## src/hw/rtl/gtac_pkg.sv

```systemverilog
// Shared types, constants and helpers for the glucose trend arrow classifier.
`timescale 1ns / 1ps
package gtac_pkg;

    localparam int GLUCOSE_W = 13;
    localparam int LEVEL_W   = 14;
    localparam int BAND_W    = 10;
    localparam int LOWLVL_W  = 13;
    localparam int TREND_W   = 4;
    localparam int RUN_W     = 8;
    localparam int ADDR_W    = 4;
    localparam int DATA_W    = 32;

    // register indexes
    localparam logic [1:0] REG_FLAT_BAND = 2'd0;
    localparam logic [1:0] REG_STEP_BAND = 2'd1;
    localparam logic [1:0] REG_MID_BAND  = 2'd2;
    localparam logic [1:0] REG_LOW_LEVEL = 2'd3;

    localparam logic [BAND_W-1:0]   FLAT_BAND_RST = 10'd30;
    localparam logic [BAND_W-1:0]   STEP_BAND_RST = 10'd10;
    localparam logic [BAND_W-1:0]   MID_BAND_RST  = 10'd55;
    localparam logic [LOWLVL_W-1:0] LOW_LEVEL_RST = 13'd450;

    // trend codes
    localparam logic signed [TREND_W-1:0] TREND_FAST_FALL = -4'sd2;
    localparam logic signed [TREND_W-1:0] TREND_FALL      = -4'sd1;
    localparam logic signed [TREND_W-1:0] TREND_STEADY    = 4'sd0;
    localparam logic signed [TREND_W-1:0] TREND_RISE      = 4'sd1;
    localparam logic signed [TREND_W-1:0] TREND_FAST_RISE = 4'sd2;
    localparam logic signed [TREND_W-1:0] TREND_FIRST     = 4'sd5;

    localparam logic [RUN_W-1:0] RUN_MAX = 8'd255;

    // reciprocal of 10 in 2^-19 units, exact for dividends below 43698
    localparam int          RECIP_SHIFT = 19;
    localparam logic [15:0] RECIP_TEN   = 16'd52429;

    typedef struct packed {
        logic [BAND_W-1:0]   flat_band;
        logic [BAND_W-1:0]   step_band;
        logic [BAND_W-1:0]   mid_band;
        logic [LOWLVL_W-1:0] low_level;
    } gtac_cfg_t;

    function automatic logic [RUN_W-1:0] run_bump(input logic [RUN_W-1:0] c);
        return (c == RUN_MAX) ? RUN_MAX : c + RUN_W'(1);
    endfunction

endpackage

```

## src/hw/rtl/gtac_round.sv

```systemverilog
// Rounds a reading half-up to tenths, result kept in hundredths.
`timescale 1ns / 1ps
module gtac_round (
    input  logic [gtac_pkg::GLUCOSE_W-1:0] glucose_hundredths,
    output logic [gtac_pkg::LEVEL_W-1:0]   level
);
    import gtac_pkg::*;

    logic [LEVEL_W-1:0] biased;
    logic [29:0]        prod;
    logic [9:0]         tenths;

    always_comb
    begin
        biased = LEVEL_W'(glucose_hundredths) + LEVEL_W'(5);
        prod   = 30'(biased) * 30'(RECIP_TEN);
        tenths = prod[RECIP_SHIFT +: 10];
        // times ten as shift-add
        level  = LEVEL_W'({tenths, 3'b000}) + LEVEL_W'({tenths, 1'b0});
    end

endmodule

```

## src/hw/rtl/gtac_regs.sv

```systemverilog
// APB configuration registers for the trend classifier.
`timescale 1ns / 1ps
module gtac_regs (
    input  logic                          clk,
    input  logic                          rst_n,
    input  logic                          psel,
    input  logic                          penable,
    input  logic                          pwrite,
    input  logic [gtac_pkg::ADDR_W-1:0]   paddr,
    input  logic [gtac_pkg::DATA_W-1:0]   pwdata,
    output logic [gtac_pkg::DATA_W-1:0]   prdata,
    output logic                          pready,
    output gtac_pkg::gtac_cfg_t           cfg
);
    import gtac_pkg::*;

    gtac_cfg_t  cfg_reg;
    logic       wr_en;
    logic [1:0] reg_idx;

    assign pready  = 1'b1;
    assign wr_en   = psel && penable && pwrite;
    assign reg_idx = paddr[3:2];
    assign cfg     = cfg_reg;

    always_ff @(posedge clk or negedge rst_n)
    begin
        if (!rst_n)
        begin
            cfg_reg.flat_band <= FLAT_BAND_RST;
            cfg_reg.step_band <= STEP_BAND_RST;
            cfg_reg.mid_band  <= MID_BAND_RST;
            cfg_reg.low_level <= LOW_LEVEL_RST;
        end
        else if (wr_en)
        begin
            unique case (reg_idx)
                REG_FLAT_BAND: cfg_reg.flat_band <= pwdata[BAND_W-1:0];
                REG_STEP_BAND: cfg_reg.step_band <= pwdata[BAND_W-1:0];
                REG_MID_BAND:  cfg_reg.mid_band  <= pwdata[BAND_W-1:0];
                REG_LOW_LEVEL: cfg_reg.low_level <= pwdata[LOWLVL_W-1:0];
                default: ;
            endcase
        end
    end

    always_comb
    begin
        unique case (reg_idx)
            REG_FLAT_BAND: prdata = DATA_W'(cfg_reg.flat_band);
            REG_STEP_BAND: prdata = DATA_W'(cfg_reg.step_band);
            REG_MID_BAND:  prdata = DATA_W'(cfg_reg.mid_band);
            REG_LOW_LEVEL: prdata = DATA_W'(cfg_reg.low_level);
            default:       prdata = '0;
        endcase
    end

endmodule

```

## src/hw/rtl/gtac_core.sv

```systemverilog
// Trend classification, run counters and per-session trend state.
`timescale 1ns / 1ps
module gtac_core (
    input  logic                                clk,
    input  logic                                rst_n,
    input  gtac_pkg::gtac_cfg_t                 cfg,
    input  logic                                advance,
    input  logic [gtac_pkg::LEVEL_W-1:0]        level,
    input  logic                                first_reading,
    output logic signed [gtac_pkg::TREND_W-1:0] trend_code
);
    import gtac_pkg::*;

    logic [LEVEL_W-1:0]         last_level_reg;
    logic signed [TREND_W-1:0]  last_trend_reg;
    logic [RUN_W-1:0]           fall_run_reg, rise_run_reg, steady_run_reg, hold_run_reg;
    logic [RUN_W-1:0]           fall_run_next, rise_run_next, steady_run_next, hold_run_next;

    logic signed [LEVEL_W:0]    diff;
    logic signed [LEVEL_W:0]    diff_neg;
    logic signed [LEVEL_W:0]    step_pos;
    logic signed [LEVEL_W:0]    step_neg;
    logic [LEVEL_W-1:0]         adiff;
    logic                       neg;
    logic signed [TREND_W-1:0]  sgn, sgn2;
    logic signed [TREND_W-1:0]  t_base, t_pull, t_steady, t_hold;

    always_comb
    begin
        diff     = $signed({1'b0, level}) - $signed({1'b0, last_level_reg});
        neg      = diff[LEVEL_W];
        diff_neg = -diff;
        adiff    = neg ? diff_neg[LEVEL_W-1:0] : diff[LEVEL_W-1:0];
        sgn      = neg ? TREND_FALL : TREND_RISE;
        sgn2     = neg ? TREND_FAST_FALL : TREND_FAST_RISE;
        step_pos = $signed({{(LEVEL_W+1-BAND_W){1'b0}}, cfg.step_band});
        step_neg = -step_pos;

        if (adiff < LEVEL_W'(cfg.flat_band))
        begin
            if (level < LEVEL_W'(cfg.low_level))
                t_base = (adiff < LEVEL_W'(cfg.step_band)) ? TREND_STEADY : sgn;
            else
                t_base = TREND_STEADY;
        end
        else if (adiff < LEVEL_W'(cfg.mid_band))
            t_base = sgn;
        else if (last_trend_reg == sgn || last_trend_reg == sgn2)
            t_base = sgn2;
        else
            t_base = sgn;

        fall_run_next   = (diff < step_neg) ? run_bump(fall_run_reg) : '0;
        rise_run_next   = (diff > step_pos) ? run_bump(rise_run_reg) : '0;
        steady_run_next = (t_base == TREND_STEADY) ? run_bump(steady_run_reg) : '0;

        t_pull = t_base;
        if (rise_run_next >= RUN_W'(2) && t_pull == TREND_STEADY)
            t_pull = TREND_RISE;
        if (fall_run_next >= RUN_W'(2) && t_pull == TREND_STEADY)
            t_pull = TREND_FALL;

        // strong arrow pulled back after a steady stretch
        t_steady = t_pull;
        if (steady_run_next >= RUN_W'(2))
        begin
            if (last_trend_reg > TREND_RISE)
                t_steady = TREND_RISE;
            if (last_trend_reg < TREND_FALL)
                t_steady = TREND_FALL;
        end

        t_hold = t_steady;
        if (last_trend_reg == t_steady)
            hold_run_next = run_bump(hold_run_reg);
        else
        begin
            if (hold_run_reg > RUN_W'(2))
                t_hold = last_trend_reg;
            hold_run_next = '0;
        end

        trend_code = first_reading ? TREND_FIRST : t_hold;
    end

    always_ff @(posedge clk or negedge rst_n)
    begin
        if (!rst_n)
        begin
            last_level_reg <= '0;
            last_trend_reg <= TREND_STEADY;
            fall_run_reg   <= '0;
            rise_run_reg   <= '0;
            steady_run_reg <= '0;
            hold_run_reg   <= '0;
        end
        else if (advance)
        begin
            last_level_reg <= level;
            last_trend_reg <= trend_code;
            fall_run_reg   <= fall_run_next;
            rise_run_reg   <= rise_run_next;
            steady_run_reg <= steady_run_next;
            hold_run_reg   <= hold_run_next;
        end
    end

    // a difference cannot be both beyond +step and below -step
    assert property (@(posedge clk) disable iff (!rst_n)
        !(rise_run_reg != '0 && fall_run_reg != '0))
        else $error("rise and fall runs active together");

    assert property (@(posedge clk) disable iff (!rst_n)
        advance && first_reading |=> last_trend_reg == TREND_FIRST)
        else $error("first reading did not store code 5");

    assert property (@(posedge clk) disable iff (!rst_n)
        !advance |=> $stable(last_level_reg) && $stable(hold_run_reg))
        else $error("trend state changed without an item");

endmodule

```

## src/hw/rtl/glucose_trend_arrow_classifier_unit.sv

```systemverilog
// Glucose trend arrow classifier: top level with stream ports and APB registers.
// Pipeline: an accepted item passes through the input register, then the output
// register that drives m_tvalid; m_tready low holds items in both.
// Throughput: one item per cycle while m_tready stays high; the trend state updates
// as an item leaves the input register.
// Reset (rst_n low, asynchronous) clears the pipeline, the trend state and
// restores the register defaults.
`timescale 1ns / 1ps
module glucose_trend_arrow_classifier_unit (
    input  logic                          clk,
    input  logic                          rst_n,
    input  logic                          s_tvalid,
    output logic                          s_tready,
    input  logic [15:0]                   s_tdata,   // [12:0] glucose_hundredths
    input  logic                          s_tuser,   // [0] first_reading
    output logic                          m_tvalid,
    input  logic                          m_tready,
    output logic [7:0]                    m_tdata,   // [3:0] trend_code
    input  logic                          psel,
    input  logic                          penable,
    input  logic                          pwrite,
    input  logic [gtac_pkg::ADDR_W-1:0]   paddr,
    input  logic [gtac_pkg::DATA_W-1:0]   pwdata,
    output logic [gtac_pkg::DATA_W-1:0]   prdata,
    output logic                          pready
);
    import gtac_pkg::*;

    gtac_cfg_t                 cfg;
    logic [LEVEL_W-1:0]        in_level;
    logic                      a_valid_reg;
    logic [LEVEL_W-1:0]        a_level_reg;
    logic                      a_first_reg;
    logic                      out_valid_reg;
    logic signed [TREND_W-1:0] out_code_reg;
    logic signed [TREND_W-1:0] trend_code;
    logic                      advance;

    gtac_regs u_regs (
        .clk     (clk),
        .rst_n   (rst_n),
        .psel    (psel),
        .penable (penable),
        .pwrite  (pwrite),
        .paddr   (paddr),
        .pwdata  (pwdata),
        .prdata  (prdata),
        .pready  (pready),
        .cfg     (cfg)
    );

    gtac_round u_round (
        .glucose_hundredths (s_tdata[GLUCOSE_W-1:0]),
        .level              (in_level)
    );

    gtac_core u_core (
        .clk           (clk),
        .rst_n         (rst_n),
        .cfg           (cfg),
        .advance       (advance),
        .level         (a_level_reg),
        .first_reading (a_first_reg),
        .trend_code    (trend_code)
    );

    assign advance  = a_valid_reg && (!out_valid_reg || m_tready);
    assign s_tready = !a_valid_reg || advance;
    assign m_tvalid = out_valid_reg;
    assign m_tdata  = {4'b0000, out_code_reg};

    always_ff @(posedge clk or negedge rst_n)
    begin
        if (!rst_n)
        begin
            a_valid_reg   <= 1'b0;
            out_valid_reg <= 1'b0;
        end
        else
        begin
            if (s_tready)
                a_valid_reg <= s_tvalid;
            if (advance)
                out_valid_reg <= 1'b1;
            else if (m_tready)
                out_valid_reg <= 1'b0;
        end
    end

    always_ff @(posedge clk)
    begin
        if (s_tvalid && s_tready)
        begin
            a_level_reg <= in_level;
            a_first_reg <= s_tuser;
        end
        if (advance)
            out_code_reg <= trend_code;
    end

endmodule
```

## config.mk

```make
export PLATFORM = sky130hd
export DESIGN_NAME = glucose_trend_arrow_classifier_unit
export DESIGN_NICKNAME = d
export VERILOG_FILES = /design/src/hw/rtl/gtac_pkg.sv /design/src/hw/rtl/gtac_round.sv /design/src/hw/rtl/gtac_regs.sv /design/src/hw/rtl/gtac_core.sv /design/src/hw/rtl/glucose_trend_arrow_classifier_unit.sv
export SDC_FILE = /design/constraint.sdc
export NUM_CORES = 1
export LEC_CHECK = 0
export ABC_AREA = 1
export BUFFER_PORTS_ARGS = -buffer_cell sky130_fd_sc_hd__buf_2
export CAP_MARGIN = 5
export CORE_MARGIN = 1
export CORE_UTILIZATION = 60
export DETAILED_ROUTE_END_ITERATION = 8
export PLACE_DENSITY_LB_ADDON = 0.2
export SLEW_MARGIN = 40
export SYNTH_ARGS = -nofsm -noshare
export SYNTH_HDL_FRONTEND = slang
export SYNTH_SLANG_ARGS = --single-unit
```

## constraint.sdc

```tcl
create_clock -name clk -period 6.2 [get_ports clk]
set_clock_uncertainty 0.2 [all_clocks]
set_input_delay 0.31 -clock clk [delete_from_list [all_inputs] [get_ports clk]]
set_output_delay 0.31 -clock clk [all_outputs]
set_load 0.01 [all_outputs]
```

# Yosys cells after proc, flatten, opt, wreduce, memory -nomap -nowiden
# Cells that the tools add are included.
# op_classes
n_mul	1
n_reduce_logical	19
eq_ne	10
mux	27
add_sub_neg	9
n_lt_le_gt_ge	12
# op_table
operator	count
$pmux 32 s4	1
$mux 8	8
$mux 4	15
$lt 14x10->1	3
$add 8x1->8 const B	4
$eq 8x8->1 const B	4
$mul 14x16->29 const B	1
$ge 8x2->1 const B	3
$gt 15x11->1	1
$lt 15x15->1	1
$neg 10->15	1
$sub 14x14->15	1
$add 13x11->14	1
$add 13x3->14 const B	1
$lt 14x13->1	1
$mux 14	1
$neg 14->14	1
$eq 4x4->1	3
$gt 8x2->1 const B	1
$logic_not 4->1	2
$reduce_and 2->1	4
$logic_and 1x1->1	6
$eq 2x2->1 const B	2
$gt 4x2->1 const B	1
other kinds (7)	11
# word_totals
word_cells	93
in_bits	60
out_inout_bits	43
ff_bits	114

# Depth between registers and ports, before layout
# logic_depth
depth_word	19
ltp_mapped	43

# Hierarchy
# From an unflattened synthesis, not the netlist that was laid out.
# hier_totals
hier_cells	1920
hier_area_um2	13531.7
# by_module_without_submodules
module	n_inst	area_per_inst_um2	cells_each
gtac_core	1	5925.7	916
gtac_round	1	4747.1	687
gtac_regs	1	2159.6	281
glucose_trend_arrow_classifier_unit	1	699.4	36

# Worst setup path after synthesis
# Ideal clock, no wire load.
# synth_timing
path_type	input to register
from	input port s_tdata[0]
to	register a_level_reg[10], data pin
path_stages	39
arrival_time_ns	7.259
path_slack_ns	-1.515
cell_sequence	ha_1 o21a_1 nand3_1 nor2_1 nand3_1 nor3_1 xor2_1 inv_1 ha_1 inv_1 fa_1 inv_1 fa_1 inv_1 fa_1 inv_1 fa_1 inv_1 (+3 left out) nand2_1 nor2_1 a21oi_1 nand2_1 a21o_1 a21oi_1 o21ai_0 xor2_1 ha_1 inv_1 o31ai_1 inv_1 o31ai_1 nand4_1 nand2_1 nor2_1 nand2_1 nand2_1
# synth_via
elab_chain_len	3
# synth_lines
item	line_no	text
start, declared	glucose_trend_arrow_classifier_unit.sv:14	input logic [15:0] s_tdata,
$add 13x3->14	gtac_round.sv:15	biased = LEVEL_W'(glucose_hundredths) + LEVEL_W'(5);
$mul 14x16->29	gtac_round.sv:16	prod = 30'(biased) * 30'(RECIP_TEN);
$add 13x11->14	gtac_round.sv:19	level = LEVEL_W'({tenths, 3'b000}) + LEVEL_W'({tenths, 1'b0});
via in_level[10]	glucose_trend_arrow_classifier_unit.sv:30	logic [LEVEL_W-1:0] in_level;
end signal, assigned	glucose_trend_arrow_classifier_unit.sv:94	a_level_reg <= in_level;
end, declared	glucose_trend_arrow_classifier_unit.sv:32	logic [LEVEL_W-1:0] a_level_reg;
# The timed path passes the listed nets, and every way through them passes these cells.
# A chain may end at the register's enable or synchronous reset.

# Final worst setup path
# layout_timing
from	input port s_tdata[2]
to	register a_level_reg[10], data pin
# The elaborated chain is that of the path after synthesis.

==> metrics <==
Final #Nets=2197; ys flop type=dfrtp_1; Global Route met1 Usage=36.4%; Total GRT Usage=29.8%; failing checks=setup timing; CP max stage cell=fa_1; WP data required=6.11 ns; RSZ-0062 raised after global routing=true; Die Area=21400 um2; H-tree Lvls=3; FF-to-FF Start=a_level_reg[1]$_DFFE_PP_; DR pass1 iterations=5; slowest stage delay, CP=0.54 ns; DR WL/cell=14.4 um; Distinct cells, synth=56; initial antenna violation count=0; Initial Util=61.5%; Die X=146 um; antenna viol nets, final=0; dpl hpwl=24500 um; max_slew headroom=49.7%; Min Clock Period, post-route=7.36 ns; min-delay src=m_tready; CTS buffer count=9; sequential share of the synthesized area=23.3%; I/O Pins=103; max FFs per register=43; Tightest Pin Transition=0.751 ns; clock sink count=112; Total Wirelength=31300 um; vias in the first global route=11600; CP Launch Type=input pin; initial drt markers=674; Setup Viol. Count Final=10; CTS tree=built; layout cells sized above 1=18.6%; gr ovfl total=0; Peak Freq=0.136 GHz; Clock Path Buffers=2; routability cong.=0.904; Area after DPL=14100 um2; Mapped Cells=1686; vias per cell=5.32; FP Rows=52; PortBufs=54; Max-Cap Viols=0; DR vias=11600; Hold Path Class=input pin to flip-flop; Mapped Area=12500 um2; Worst-Skew Late Latency=0.37 ns; CP arrival=7.27 ns; max-slew violations=0; Post-Syn Area per Cell=7.40 um2; CP endpoint kind=flip-flop; Fin. Hold Viols=0; drc violations=0; diodes inserted=0; clock root cell=clkbuf_16; Worst Path Max Fanout=3; largest net degree at the start of global routing=64; met2 usage=53.8%; clk slew on worst S/H paths=0.08 ns; Core Region=20300 um2; final worst slack=-1.16 ns; grt met3 use=3.72%; first-pass GRT wire length=52000 um; WS Path Type=input pin to flip-flop; status=complete, but fails checks; number of synthesized flops with an enable pin=18; Final period util=119%; final instance area=14900 um2; Yosys warnings=0; Die Y-Extent=146 um; Yosys reg bits=112; CP startpoint=s_tdata[2]; area grow syn2layout=19.2%; Async SR Flop Fraction=83.9%; layer with the highest usage=met2
cell usage after synthesis (25+ instances only):
| cell | n | area share [%] |
|---|---|---|
| fa_1 | 54 | 8.7 |
| o21ai_0 | 110 | 4.4 |
| nand4_1 | 32 | 1.6 |
| nand3_1 | 96 | 3.9 |
| inv_1 | 333 | 10 |
| nand2_1 | 385 | 12 |
| buf_4 | 25 | 1.5 |
| a21oi_1 | 73 | 2.9 |
| nor2_1 | 97 | 2.9 |
| dfrtp_1 | 79 | 16 |
| xor2_1 | 41 | 2.9 |
| ha_1 | 185 | 19 |
metrics by stage:
step	setup slack, ns	setup TNS (ns)	cells	utilization [%]	hold slack (ns)
floorplan	-1.15	-8.94	1708	-	-0.186
global placement	-1.42	-12.58	2130	69.4	0.0811
detailed placement	-1.57	-14.00	2130	69.4	0.0835
CTS	-0.917	-7.16	2169	72.6	0.000517
global route	-1.57	-13.11	2173	73.2	0.0476
finish	-1.16	-9.51	2173	73.2	0.0124
worst max-delay path: cells and delay by family:
family	cells	cell delay [ns]
AOI/OAI and AO/OA	9	1.31
xor gates and xnor gates	1	0.18
adders and majority gates	8	3.30
buffers and inverters	11	0.80
and+or+nand+nor	12	1.39
per-layer routing:
metal,up-vias,share of wire [%]
li1,5798,-
met1,5392,42
met2,306,51
met3,63,4.0
met4,0,2.8
met5,-,0
kinds of logic (layout without fill, tap and decap cells):
logic type                 count (synthesis)  in the layout  synth area share [%]
xor gates and xnor gates                  49             49                  3.44
adders and majority gates                239            239                  27.2
buffers and inverters                    387            582                  12.5
AOI/OAI and AO/OA                        244            244                  11.2
other                                      2             24                0.0602
and+or+nand+nor                          653            653                  22.3
DFF                                      112            112                  23.3
cell type report:
class	instances	area [um2]
multi-input combinational	1209	8420
fill	1564	5430
sequential	112	2910
timing repair buffer	229	1650
inverter	337	1260
tap	270	338
clock buffer	11	243
clock inverter	5	40.0
path summary, 6_finish.rpt:
| check | end | depth (start not counted) | slack (ns) |
|---|---|---|---|
| setup / recovery | a_level_reg[10]$_DFFE_PP_ | 41 | -1.16 |
| hold / removal | m_tvalid$_DFFE_PN0P_ | 4 | 0.01 |
| setup reg to reg | u_core.hold_run_reg[7]$_DFFE_PN0P_ | 30 | 1.09 |
| hold reg to reg | u_regs.cfg[22]$_DFFE_PN0P_ | 2 | 0.29 |
| max in group asynchronous | u_regs.cfg[8]$_DFFE_PN1P_ | 3 | 4.67 |
| min in group asynchronous | u_core.last_trend_reg[0]$_DFFE_PN0P_ | 2 | 0.22 |
timing repair:
item | in CTS | in global routing
buffers inserted | 21 | 6
hold endpoints to repair | 34 | 0
hold buffers | 4 | 0
gates resized for setup | 47 | 24
gates cloned | 0 | 0
pin swaps | 45 | 20
endpoints found under the setup margin | 11 | 11
placed cells by master, fill, tap and decap left out, types with 15 or more instances in the layout:
master,instances
a21oi_1,66
ha_1,177
buf_4,165
nand2_1,381
inv_2,17
nand2_2,17
fa_1,53
inv_1,318
edfxtp_1,18
buf_2,51
nand4_1,32
nor2_1,90
xor2_1,38
conb_1,24
nand3_1,91
dfrtp_1,79
dfstp_2,15
o21ai_0,101
Power is not shown: default switching activity piles up to over one toggle a cycle in this logic, so the estimate is an artifact.
